### config.mk
export PLATFORM = sky130hd
export DESIGN_NAME = irc_format_code_stripper_core
export DESIGN_NICKNAME = d
export VERILOG_FILES = /design/src/hdl/irccs_pkg.sv /design/src/hdl/irc_format_code_stripper_core.sv /design/src/hdl/irccs_front.sv /design/src/hdl/irccs_queue.sv /design/src/hdl/irccs_back.sv
export SDC_FILE = /design/constraint.sdc
export NUM_CORES = 1
export LEC_CHECK = 0
export BUFFER_PORTS_ARGS = -buffer_cell sky130_fd_sc_hd__buf_2
export CORE_UTILIZATION = 35
export CTS_CLUSTER_SIZE = 28
export DETAILED_ROUTE_END_ITERATION = 10
export PLACE_DENSITY = 0.53
export SYNTH_ARGS = -nofsm -noshare
export SYNTH_HDL_FRONTEND = slang
export SYNTH_SLANG_ARGS = --single-unit
### constraint.sdc
create_clock -name aclk -period 4.75 [get_ports aclk]
set_clock_uncertainty 0.15 [all_clocks]
set_input_delay 0.2375 -clock aclk [delete_from_list [all_inputs] [get_ports aclk]]
set_output_delay 0.2375 -clock aclk [all_outputs]
set_load 0.01 [all_outputs]
### src/hdl/irccs_pkg.sv
package irccs_pkg;

    // Field widths
    localparam int BYTE_W = 8;
    localparam int SKIP_W = 3;
    localparam int CFG_INDEX_W = 2;

    // Defaults for the top-level parameters
    localparam int TRUE_COLOR_SKIP_DEF = 6;
    localparam int QUEUE_DEPTH_DEF = 4;

    // Register indexes on the configuration port
    localparam logic [CFG_INDEX_W-1:0] REG_COLOR_CODE = 2'd0;
    localparam logic [CFG_INDEX_W-1:0] REG_TRUE_COLOR_CODE = 2'd1;
    localparam logic [CFG_INDEX_W-1:0] REG_KEEP_OTHER_CODES = 2'd2;

    // Register reset values
    localparam logic [BYTE_W-1:0] COLOR_CODE_RST = 8'h03;
    localparam logic [BYTE_W-1:0] TRUE_COLOR_CODE_RST = 8'h04;

    // Character constants
    localparam logic [BYTE_W-1:0] CH_COMMA = 8'h2C;
    localparam logic [BYTE_W-1:0] CH_SPACE = 8'h20;
    localparam logic [BYTE_W-1:0] CH_ZERO = 8'h30;
    localparam logic [BYTE_W-1:0] CH_NINE = 8'h39;

    // One queue entry: the results caused by one input byte.
    // first result : b0 / v0, line_end = eol & ~two
    // second result: b1 (always a real byte), line_end = eol
    typedef struct packed {
        logic              two;
        logic [BYTE_W-1:0] b0;
        logic              v0;
        logic [BYTE_W-1:0] b1;
        logic              eol;
    } entry_t;

endpackage

### src/hdl/irc_format_code_stripper_core.sv
// IRC formatting code stripper.
// Input stream (s_*): one raw text byte per transfer in s_tdata, s_tlast marks
//   the final byte of a line. Output stream (m_*): one cleaned byte per
//   transfer in m_tdata, m_tuser = 1 when m_tdata carries a byte (0 for a bare
//   end-of-line marker), m_tlast on the last transfer of the line.
// Config port (cfg_*): index 0 color code, 1 true-color code, 2 keep other
//   codes (bit 0). Always ready; write only while the stream is idle.
// Path: an accepted byte goes through the parser, the queue and the output
//   register before it appears on m_*.
// Throughput: one input byte per cycle while the queue has room. A byte that
//   releases a held comma makes two output transfers, sent in turn; the
//   queue between parser and emitter absorbs that and downstream stalls.
// Stall: s_tready drops only when the QUEUE_DEPTH entry queue is full; the
//   output register holds its transfer until m_tready.
// Reset: aresetn synchronous active low; parser goes idle, queue empties,
//   config registers return to 3 / 4 / 0. No clearing pass is needed.
module irc_format_code_stripper_core #(
    parameter int TRUE_COLOR_SKIP = irccs_pkg::TRUE_COLOR_SKIP_DEF,
    parameter int QUEUE_DEPTH     = irccs_pkg::QUEUE_DEPTH_DEF
) (
    input  logic                               aclk,
    input  logic                               aresetn,
    // input stream
    input  logic                               s_tvalid,
    output logic                               s_tready,
    input  logic [7:0]                         s_tdata,   // [7:0] in_byte
    input  logic                               s_tlast,   // end_of_line
    // output stream
    output logic                               m_tvalid,
    input  logic                               m_tready,
    output logic [7:0]                         m_tdata,   // [7:0] out_byte
    output logic                               m_tuser,   // byte_valid
    output logic                               m_tlast,   // line_end
    // configuration writes
    input  logic                               cfg_valid,
    output logic                               cfg_ready,
    input  logic [irccs_pkg::CFG_INDEX_W-1:0]  cfg_index,
    input  logic [7:0]                         cfg_data
);

    logic              in_fire;
    logic              push;
    irccs_pkg::entry_t push_entry;
    irccs_pkg::entry_t head;
    logic              full, empty, pop;

    assign s_tready  = !full;
    assign in_fire   = s_tvalid && s_tready;
    assign cfg_ready = 1'b1;

    // front: parse state machine, one byte per cycle unless the queue is full, up to two results
    irccs_front #(
        .TRUE_COLOR_SKIP (TRUE_COLOR_SKIP)
    ) u_front (
        .aclk       (aclk),
        .aresetn    (aresetn),
        .in_fire    (in_fire),
        .in_byte    (s_tdata),
        .in_eol     (s_tlast),
        .cfg_fire   (cfg_valid && cfg_ready),
        .cfg_index  (cfg_index),
        .cfg_data   (cfg_data),
        .push       (push),
        .push_entry (push_entry)
    );

    // result queue between parser and emitter
    irccs_queue #(
        .DEPTH (QUEUE_DEPTH)
    ) u_queue (
        .aclk       (aclk),
        .aresetn    (aresetn),
        .push       (push),
        .push_entry (push_entry),
        .full       (full),
        .pop        (pop),
        .head       (head),
        .empty      (empty)
    );

    // back: splits pairs into single transfers through the output register
    irccs_back u_back (
        .aclk           (aclk),
        .aresetn        (aresetn),
        .head           (head),
        .empty          (empty),
        .pop            (pop),
        .out_valid      (m_tvalid),
        .out_ready      (m_tready),
        .out_byte       (m_tdata),
        .out_byte_valid (m_tuser),
        .out_line_end   (m_tlast)
    );

endmodule

### src/hdl/irccs_front.sv
module irccs_front #(
    parameter int TRUE_COLOR_SKIP = irccs_pkg::TRUE_COLOR_SKIP_DEF
) (
    input  logic                               aclk,
    input  logic                               aresetn,
    // input byte stream
    input  logic                               in_fire,
    input  logic [irccs_pkg::BYTE_W-1:0]       in_byte,
    input  logic                               in_eol,
    // configuration writes
    input  logic                               cfg_fire,
    input  logic [irccs_pkg::CFG_INDEX_W-1:0]  cfg_index,
    input  logic [irccs_pkg::BYTE_W-1:0]       cfg_data,
    // to queue
    output logic                               push,
    output irccs_pkg::entry_t                  push_entry
);

    localparam logic [2:0] PH_IDLE  = 3'd0;
    localparam logic [2:0] PH_FG1   = 3'd1;
    localparam logic [2:0] PH_FG2   = 3'd2;
    localparam logic [2:0] PH_COMMA = 3'd3;
    localparam logic [2:0] PH_HELD  = 3'd4;
    localparam logic [2:0] PH_BG2   = 3'd5;
    localparam logic [2:0] PH_SKIP  = 3'd6;

    localparam logic [irccs_pkg::SKIP_W-1:0] SKIP_LOAD =
        irccs_pkg::SKIP_W'(TRUE_COLOR_SKIP);

    logic [irccs_pkg::BYTE_W-1:0] color_code_reg;
    logic [irccs_pkg::BYTE_W-1:0] true_color_code_reg;
    logic                         keep_other_reg;

    logic [2:0]                   phase_reg, phase_next;
    logic [irccs_pkg::SKIP_W-1:0] skip_reg, skip_next;

    logic                         dig;
    logic                         idle_emit;
    logic [2:0]                   idle_phase;
    logic [irccs_pkg::SKIP_W-1:0] idle_skip;
    logic                         use_idle;
    logic                         flush_comma;

    always_ff @(posedge aclk) begin
        if (!aresetn) begin
            color_code_reg      <= irccs_pkg::COLOR_CODE_RST;
            true_color_code_reg <= irccs_pkg::TRUE_COLOR_CODE_RST;
            keep_other_reg      <= 1'b0;
        end else if (cfg_fire) begin
            case (cfg_index)
                irccs_pkg::REG_COLOR_CODE:       color_code_reg <= cfg_data;
                irccs_pkg::REG_TRUE_COLOR_CODE:  true_color_code_reg <= cfg_data;
                irccs_pkg::REG_KEEP_OTHER_CODES: keep_other_reg <= cfg_data[0];
                default: ;
            endcase
        end
    end

    // what a byte does when seen outside any sequence
    always_comb begin
        dig        = (in_byte >= irccs_pkg::CH_ZERO) && (in_byte <= irccs_pkg::CH_NINE);
        idle_emit  = 1'b0;
        idle_phase = PH_IDLE;
        idle_skip  = skip_reg;
        if (in_byte == color_code_reg) begin
            idle_phase = PH_FG1;
        end else if (in_byte == true_color_code_reg) begin
            idle_skip  = SKIP_LOAD;
            idle_phase = (SKIP_LOAD != '0) ? PH_SKIP : PH_IDLE;
        end else if (in_byte < irccs_pkg::CH_SPACE) begin
            idle_emit = keep_other_reg;
        end else begin
            idle_emit = 1'b1;
        end
    end

    always_comb begin
        phase_next  = phase_reg;
        skip_next   = skip_reg;
        use_idle    = 1'b0;
        flush_comma = 1'b0;
        case (phase_reg)
            PH_FG1: begin
                if (dig) phase_next = PH_FG2;
                else     use_idle = 1'b1;
            end
            PH_FG2: begin
                if (dig)                              phase_next = PH_COMMA;
                else if (in_byte == irccs_pkg::CH_COMMA) phase_next = PH_HELD;
                else                                  use_idle = 1'b1;
            end
            PH_COMMA: begin
                if (in_byte == irccs_pkg::CH_COMMA) phase_next = PH_HELD;
                else                                use_idle = 1'b1;
            end
            PH_HELD: begin
                if (dig) begin
                    phase_next = PH_BG2;
                end else begin
                    flush_comma = 1'b1;
                    use_idle    = 1'b1;
                end
            end
            PH_BG2: begin
                phase_next = PH_IDLE;
                if (!dig) use_idle = 1'b1;
            end
            PH_SKIP: begin
                skip_next = skip_reg - 1'b1;
                if (skip_next == '0) phase_next = PH_IDLE;
            end
            default: use_idle = 1'b1;
        endcase
        if (use_idle) begin
            phase_next = idle_phase;
            skip_next  = idle_skip;
        end

        // pack up to two results
        push_entry.two = 1'b0;
        push_entry.v0  = 1'b1;
        push_entry.b0  = in_byte;
        push_entry.b1  = in_byte;
        push_entry.eol = in_eol;
        push           = 1'b0;
        if (flush_comma) begin
            push_entry.b0  = irccs_pkg::CH_COMMA;
            push_entry.two = use_idle && idle_emit;
            push           = 1'b1;
        end else if (use_idle && idle_emit) begin
            push = 1'b1;
        end

        // line end: flush a held comma, else a bare marker if nothing came out
        if (in_eol) begin
            if (phase_next == PH_HELD) begin
                push_entry.b0 = irccs_pkg::CH_COMMA;
            end else if (!push) begin
                push_entry.b0 = '0;
                push_entry.v0 = 1'b0;
            end
            push       = 1'b1;
            phase_next = PH_IDLE;
            skip_next  = '0;
        end
        push = push && in_fire;
    end

    always_ff @(posedge aclk) begin
        if (!aresetn) begin
            phase_reg <= PH_IDLE;
            skip_reg  <= '0;
        end else if (in_fire) begin
            phase_reg <= phase_next;
            skip_reg  <= skip_next;
        end
    end

endmodule

### src/hdl/irccs_queue.sv
module irccs_queue #(
    parameter int DEPTH = irccs_pkg::QUEUE_DEPTH_DEF
) (
    input  logic              aclk,
    input  logic              aresetn,
    input  logic              push,
    input  irccs_pkg::entry_t push_entry,
    output logic              full,
    input  logic              pop,
    output irccs_pkg::entry_t head,
    output logic              empty
);

    localparam int PTR_W = (DEPTH > 1) ? $clog2(DEPTH) : 1;
    localparam int CNT_W = $clog2(DEPTH + 1);
    localparam logic [PTR_W-1:0] LAST_PTR = PTR_W'(DEPTH - 1);
    localparam logic [CNT_W-1:0] FULL_CNT = CNT_W'(DEPTH);

    irccs_pkg::entry_t mem_reg [DEPTH];
    logic [PTR_W-1:0]  wr_ptr_reg, rd_ptr_reg;
    logic [CNT_W-1:0]  count_reg;

    assign full  = (count_reg == FULL_CNT);
    assign empty = (count_reg == '0);
    assign head  = mem_reg[rd_ptr_reg];

    always_ff @(posedge aclk) begin
        if (push) mem_reg[wr_ptr_reg] <= push_entry;
    end

    always_ff @(posedge aclk) begin
        if (!aresetn) begin
            wr_ptr_reg <= '0;
            rd_ptr_reg <= '0;
            count_reg  <= '0;
        end else begin
            if (push) wr_ptr_reg <= (wr_ptr_reg == LAST_PTR) ? '0 : wr_ptr_reg + 1'b1;
            if (pop)  rd_ptr_reg <= (rd_ptr_reg == LAST_PTR) ? '0 : rd_ptr_reg + 1'b1;
            if (push && !pop)      count_reg <= count_reg + 1'b1;
            else if (pop && !push) count_reg <= count_reg - 1'b1;
        end
    end

endmodule

### src/hdl/irccs_back.sv
module irccs_back (
    input  logic                         aclk,
    input  logic                         aresetn,
    input  irccs_pkg::entry_t            head,
    input  logic                         empty,
    output logic                         pop,
    output logic                         out_valid,
    input  logic                         out_ready,
    output logic [irccs_pkg::BYTE_W-1:0] out_byte,
    output logic                         out_byte_valid,
    output logic                         out_line_end
);

    logic                         valid_reg;
    logic [irccs_pkg::BYTE_W-1:0] byte_reg;
    logic                         bvalid_reg;
    logic                         lend_reg;
    logic                         second_reg;   // first of a pair already sent
    logic                         load;

    assign load = !empty && (!valid_reg || out_ready);
    // the entry leaves once its final result is loaded
    assign pop  = load && (second_reg || !head.two);

    always_ff @(posedge aclk) begin
        if (!aresetn) begin
            valid_reg  <= 1'b0;
            second_reg <= 1'b0;
        end else begin
            if (load)           valid_reg <= 1'b1;
            else if (out_ready) valid_reg <= 1'b0;
            if (load) second_reg <= !pop;
        end
    end

    always_ff @(posedge aclk) begin
        if (load) begin
            if (second_reg) begin
                byte_reg   <= head.b1;
                bvalid_reg <= 1'b1;
                lend_reg   <= head.eol;
            end else begin
                byte_reg   <= head.b0;
                bvalid_reg <= head.v0;
                lend_reg   <= head.eol && !head.two;
            end
        end
    end

    assign out_valid      = valid_reg;
    assign out_byte       = byte_reg;
    assign out_byte_valid = bvalid_reg;
    assign out_line_end   = lend_reg;

endmodule

---- After elaboration in Yosys (flattened, before gate mapping) ----
Memories as Yosys holds them, arrays and structs flattened. A register that Yosys moved wholly into a read port is not among the register bits.
Cells that the tools add are included.
word-level totals
  memories kept ........................... 1
  word-level logic and storage cells ...... 110
  bits of input ports ..................... 24
  output and inout bits ................... 13
  RAM bits ................................ 76
  flip-flop bits (word level) ............. 42
operators by class
  add/sub/neg operators ................... 5
  muxes and demuxes ....................... 43
  equality and inequality tests ........... 17
  reductions and logical operators ........ 28
  order comparisons ....................... 3
memory list
  memory           words  width  rd ports  clocked after Yosys merged registers in  wr ports  line               text
  u_queue.mem_reg  4      19     1         1                                        1         irccs_queue.sv:19  irccs_pkg::entry_t mem_reg [DEPTH];
operators with widths
  operator               count
  $mux W3                16
  $mux W9                3
  $pmux W3 S6            1
  $eq A8 B8 Y1           2
  $mux W1                16
  $mux W8                2
  $eq A3 B3 Y1 const B   5
  $logic_and A1 B1 Y1    9
  $eq A8 B6 Y1 const B   1
  $ge A8 B6 Y1 const B   1
  $le A8 B6 Y1 const B   1
  $lt A8 B6 Y1 const B   1
  $mux W2                4
  $eq A2 B2 Y1 const B   3
  $eq A3 B2 Y1 const B   2
  $logic_not A1 Y1       6
  $logic_not A3 Y1       2
  $ne A3 B3 Y1 const B   2
  $reduce_and A2 Y1      3
  $sub A3 B1 Y3 const B  2
  $add A2 B1 Y2 const B  2
  $pmux W1 S4            1
  $reduce_and A4 Y1      1
  $reduce_bool A2 Y1     2
  7 further kinds        8

---- Depth between registers and ports, before layout ----
  depth in word-level cells ............... 13
  mapped depth ............................ 12
  mapped depth without buffers ............ 11

---- Cells and area by module ----
Synthesis repeated with hierarchy kept, for this count alone.
unflattened totals
  cells, all modules ...................... 365
  area, all modules ....................... 5396.4 um2
by module, submodules not included
  module                         cells each  instances  area an instance (um2)  seq. area each (um2)
  irccs_queue                    143         1          3243.1                  2462.4
  irccs_front                    186         1          1585.3                  460.4
  irccs_back                     32          1          546.8                   340.3
  irc_format_code_stripper_core  4           1          21.3                    0.0

---- Least setup slack after synthesis ----
No wires, ideal clock.
  path kind ............................... flip-flop to flip-flop
  start ................................... reg u_front.phase_reg[2]
  end ..................................... reg u_queue.count_reg[2]
  clock period less this slack ............ 2.974 ns
  data required time ...................... 4.524 ns
  path buffers ............................ 1
  path slack .............................. 1.776 ns
  setup time .............................. 0.076 ns
  stages on the path, launching flop included .. 13
  data arrival time ....................... 2.749 ns
  cell sequence ........................... dfxtp_1 -> clkbuf_1 -> nor4_1 -> nand3_1 -> a32oi_2 -> or4_4 -> a21oi_4 -> ha_1 -> inv_1 -> fa_1 -> xor2_1 -> or3_1 -> a21boi_0
on the way
  longest elaborated chain between the ends .. 11
  elaborated cells on any way between the ends .. 19
  those cells by class .................... eq/ne: 6; mux: 6; reduce/logical: 7
ends and longest elaborated chain
  what                                          line                                 text
  start: declaration                            irccs_front.sv:34                    logic [2:0] phase_reg, phase_next;
  start signal: assignment                      irccs_front.sv:154                   phase_reg <= phase_next;
  $eq A3 B1 Y1 or $eq A3 B3 Y1 (tied branches)  irccs_front.sv:82                    case (phase_reg)
  $reduce_or A3 Y1 (no source line)             --
  $pmux W1 S4                                   irccs_front.sv:82
  $logic_and A1 B1 Y1                           irccs_front.sv:130                   end else if (use_idle && idle_emit) begin
  $mux W1                                       irccs_front.sv:130
  $mux W1 (*)                                   irccs_front.sv:126                   if (flush_comma) begin
  $mux W1 (*)                                   irccs_front.sv:135                   if (in_eol) begin
  $logic_and A1 B1 Y1 (*)                       irccs_front.sv:146                   push = push && in_fire;
  named net push                                irc_format_code_stripper_core.sv:42  logic push;
  $logic_not A1 Y1                              irccs_queue.sv:40                    else if (pop && !push) count_reg <= count_reg - 1'b1;
  $logic_and A1 B1 Y1                           irccs_queue.sv:40
  $reduce_bool A2 Y1 (no source line)           --
  end signal: assignment                        irccs_queue.sv:39                    if (push && !pop) count_reg <= count_reg + 1'b1;
  end signal: assignment                        irccs_queue.sv:40
  end: declaration                              irccs_queue.sv:21                    logic [CNT_W-1:0] count_reg;
The timed path passes the listed nets; every way through them passes the cells marked *.
A chain may end at the register's enable or synchronous reset.

---- Final worst setup path ----
  start ................................... in s_tdata[7]
  end ..................................... reg u_queue.count_reg[2]
on the way
  longest elaborated chain between the ends .. 12
  elaborated cells on any way between the ends .. 25
  those cells by class .................... order compare: 3; eq/ne: 3; mux: 12; reduce/logical: 7
ends and longest elaborated chain
  what                                         line                                  text
  start: declaration                           irc_format_code_stripper_core.sv:26   input logic [7:0] s_tdata,
  $ge A8 B6 Y1 (tied with other cells)         irccs_front.sv:61                     dig = (in_byte >= irccs_pkg::CH_ZERO) && (in_byte <= irccs_pkg::CH_NINE);
  $logic_and A1 B1 Y1 (tied with other cells)  irccs_front.sv:61
  $mux W1, on equally long branches            --
  $pmux W1 S4 or $mux W1 (tied branches)       irccs_front.sv:82, irccs_front.sv:65
  $logic_and A1 B1 Y1                          irccs_front.sv:130
  $mux W1                                      irccs_front.sv:130
  $mux W1 (*)                                  irccs_front.sv:126
  $mux W1 (*)                                  irccs_front.sv:135
  $logic_and A1 B1 Y1 (*)                      irccs_front.sv:146
  named net push                               irc_format_code_stripper_core.sv:42
  $logic_not A1 Y1                             irccs_queue.sv:40
  $logic_and A1 B1 Y1                          irccs_queue.sv:40
  $reduce_bool A2 Y1 (no source line)          --
Marked as above.

==> results.py <==
metrics = {
    "status": {
        "status": "finished, final reports clean",
    },
    "yosys": {
        "yosys_warnings": 0,
        "syn_area_mm2": 0.00519,
        "ys_ff_latch": 120,
        "ys_types": 51,
        "synth_edf_count": 86,
        "syn_area_per_cell_um2": 14.6,
        "async_flop_share": 0,
        "ys_seq_area_frac": 0.629,
        "synthCells": 356,
        "synth_flop_cell": "edfxtp_1",
        "syn_nets": 389,
    },
    "cts": {
        "post_cts_buffers": 0,
        "post_cts_resized": 0,
        "cts.sinks": 120,
        "numCtsBuffers": 17,
        "path_clk_slew_ps": 50,
        "clock_path_buffers": 2,
        "htreeDepth": 4,
        "cts_tree": "yes",
        "root_buffer": "clkbuf_16",
        "insertion_delay_ps": 410,
    },
    "sta": {
        "min_period_ps": 3340,
        "fin_crit_sh": 0.703,
        "timing.slew.headroom": 0.297,
        "fin_setup_tns_ps": 0,
        "holdWs_ps": 19.6,
        "setup_viol": 0,
        "maxSlewViolCount": 0,
        "worst_pin_slew_ps": 1050,
        "hold_viol_final": 0,
        "rsz0062_at_grt": "false",
        "max_freq_ghz": 0.300,
    },
    "drt": {
        "vias": 2949,
        "drt_iter0_drc": 191,
        "antenna_left": 0,
        "firstDrtPassIters": 4,
        "detail_route.wl_per_cell_um": 16.3,
        "wl_um": 9880,
        "remaining_drc_errors": 0,
        "vias_per_cell": 4.87,
    },
    "die": {
        "design.core.area_mm2": 0.0145,
        "die_x_um": 124,
        "die_h_um": 124,
        "initial_utilization": 0.358,
        "die_area_mm2": 0.0153,
        "num_rows": 44,
        "io_pins": 37,
    },
    "power": {
        "irDropWorstVdd_mv": 0.258,
        "power_leakage_nw": 2.29,
        "pwr_density_cell_mw_per_mm2": 543,
    },
    "grt": {
        "grt_use_total": 0.149,
        "antenna_found_initial": 0,
        "grt_first_pass_wirelength_um": 16200,
        "grt_overflow": 0,
        "grt_max_degree": 38,
        "grt_pass1_vias": 3012,
    },
    "finish": {
        "num_antenna_cells": 0,
        "fin_nets": 442,
        "syn_to_final_growth_pct": 21.8,
        "drive_gt1_frac": 0.246,
        "final_util": 0.437,
        "nFillCells": 1300,
        "register_area_mm2": 0.00326,
        "multi_input_area_mm2": 0.00183,
        "largest_reg_flops": 76,
    },
    "worst_setup_path": {
        "path_max_fanout": 9,
        "startpoint": "s_tdata[7]",
        "r2r_end": "u_queue.count_reg[2]$_SDFFE_PN0P_",
        "r2r-start": "u_front.phase_reg[1]$_SDFFE_PN0P_",
        "ff2ff_setup_slack_ps": 1530,
        "cp-start-kind": "primary input",
        "rr_worst_depth": 11,
        "crit_path_end_kind": "flip-flop",
        "crit_required_ps": 4930,
        "cp.arrival_ps": 3520,
        "crit_end": "u_queue.count_reg[2]$_SDFFE_PN0P_",
        "crit_type": "in -> reg",
    },
    "hold_path": {
        "hp-class": "in -> reg",
    },
    "place": {
        "gp_congestion": 0.799,
        "numPortBuffers": 35,
        "place_hpwl_um": 6290,
    },
    "job": {
        "maxCapViolations": 0,
    },
}
logic make-up (layout without fill, tap and decap cells):
| logic type | Yosys count | count (layout) | share of synthesized area |
|---|---|---|---|
| DFF | 120 | 120 | 0.629 |
| and+or+nand+nor | 98 | 98 | 0.103 |
| muxes | 50 | 50 | 0.144 |
| AOI/OAI and AO/OA | 34 | 34 | 0.0482 |
| buffers and inverters | 25 | 91 | 0.0195 |
| xor gates and xnor gates | 19 | 19 | 0.0321 |
| adders and majority gates | 9 | 9 | 0.0231 |
| other | 1 | 1 | 0.000723 |
Yosys cell counts, types with 2 or more instances:
master	count	area share
a211oi_1	2	0.0029
a21boi_0	3	0.0043
a21oi_1	4	0.0039
a32o_1	2	0.0039
and2_1	11	0.013
and2_4	2	0.0034
buf_2	3	0.0029
clkbuf_1	11	0.0080
dfxtp_1	34	0.13
edfxtp_1	86	0.50
ha_1	8	0.019
inv_1	9	0.0065
mux2_2	8	0.017
mux2i_1	23	0.044
mux4_2	19	0.082
nand2_1	27	0.020
nand3_1	4	0.0039
nand3b_1	2	0.0029
nor2_1	9	0.0065
nor2b_1	22	0.027
nor3_1	3	0.0029
nor3b_1	3	0.0043
nor4_1	7	0.0084
o211ai_1	2	0.0029
o21ai_0	9	0.0087
xnor2_1	2	0.0034
xor2_1	17	0.029
final cells by class:
type,instances,area share
timing repair buffer,50,0.0499
tap,184,0.0364
inverter,9,0.00534
clock inverter,9,0.0265
sequential,120,0.516
multi-input combinational,211,0.289
clock buffer,23,0.0772
metal layers:
metal	GRT usage	routed length, µm	vias to the layer above
li1	-	-	1434
met1	0.179	4300	1459
met2	0.248	5080	48
met3	0.0440	359	8
met4	0.0633	129	0
met5	0	0	-
how the worst min path moves through the flow:
stage | startpoint | to | slack (ps) | depth (start not counted)
final | s_tdata[0] | u_queue.mem_reg[0][1]$_DFFE_PP_ | 20 | 1
after detailed placement | u_front.skip_reg[1]$_SDFFE_PN0P_ | u_front.skip_reg[1]$_SDFFE_PN0P_ | 300 | 2
after global placement | u_front.skip_reg[1]$_SDFFE_PN0P_ | u_front.skip_reg[1]$_SDFFE_PN0P_ | 290 | 2
after floorplan | s_tlast | u_queue.mem_reg[0][0]$_DFFE_PP_ | 190 | 0
after CTS | s_tdata[3] | u_queue.mem_reg[2][4]$_DFFE_PP_ | 3 | 1
after global routing | s_tdata[0] | u_queue.mem_reg[0][1]$_DFFE_PP_ | 30 | 1
power breakdown:
part	switching, W	internal (W)	total, W
registers	0.0000618	0.00130	0.00136
clock network	0.000419	0.000980	0.00140
logic	0.000338	0.000330	0.000669
layout by cell type (no fill, tap or decap), types with 2 or more instances in the layout:
cell type,n
xnor2_1,2
nand3_1,4
dlygate4sd3_1,11
and2_4,2
clkbuf_16,17
buf_4,4
nor4_1,7
xor2_1,17
ha_1,8
mux4_2,19
clkbuf_1,2
o21ai_0,9
a211oi_1,2
a21boi_0,3
nand2_1,27
a21oi_1,4
nor2_1,9
and2_1,11
nor3b_1,3
inv_1,9
mux2_2,8
o211ai_1,2
dfxtp_1,34
buf_2,35
a32o_1,2
nor3_1,3
clkinv_1,2
bufinv_16,5
nand3b_1,2
edfxtp_1,86
clkinv_2,2
nor2b_1,22
mux2i_1,23
clkbuf_8,4
critical path: stages:
cell and delay, ps:
dlygate4sd3_1 520, buf_2 200, xor2_1 200, nor4_1 100, and2_4 150, or4_4 550, a21oi_4 260, ha_1 230
inv_1 60, fa_1 370, xor2_1 170, or3_1 300, a21boi_0 160
per-stage QoR:
stage	cells	worst slack, ps	instance area, µm²	total power [W]
final	606	1410	6320	0.00343
after CTS	606	1390	6320	0.00348
after global placement	563	1500	5560	0.00205
after global routing	606	1190	6320	0.00361
after detailed placement	563	1470	5560	0.00206
after floorplan	356	1780	5190	0.00185
repair_timing:
action                                  4_1_cts  5_1_grt
endpoints found under the setup margin        0        0
hold buffers                                 11        0
endpoints found under the hold margin        25        0
No activity file was read; power rests on OpenSTA's default activity.
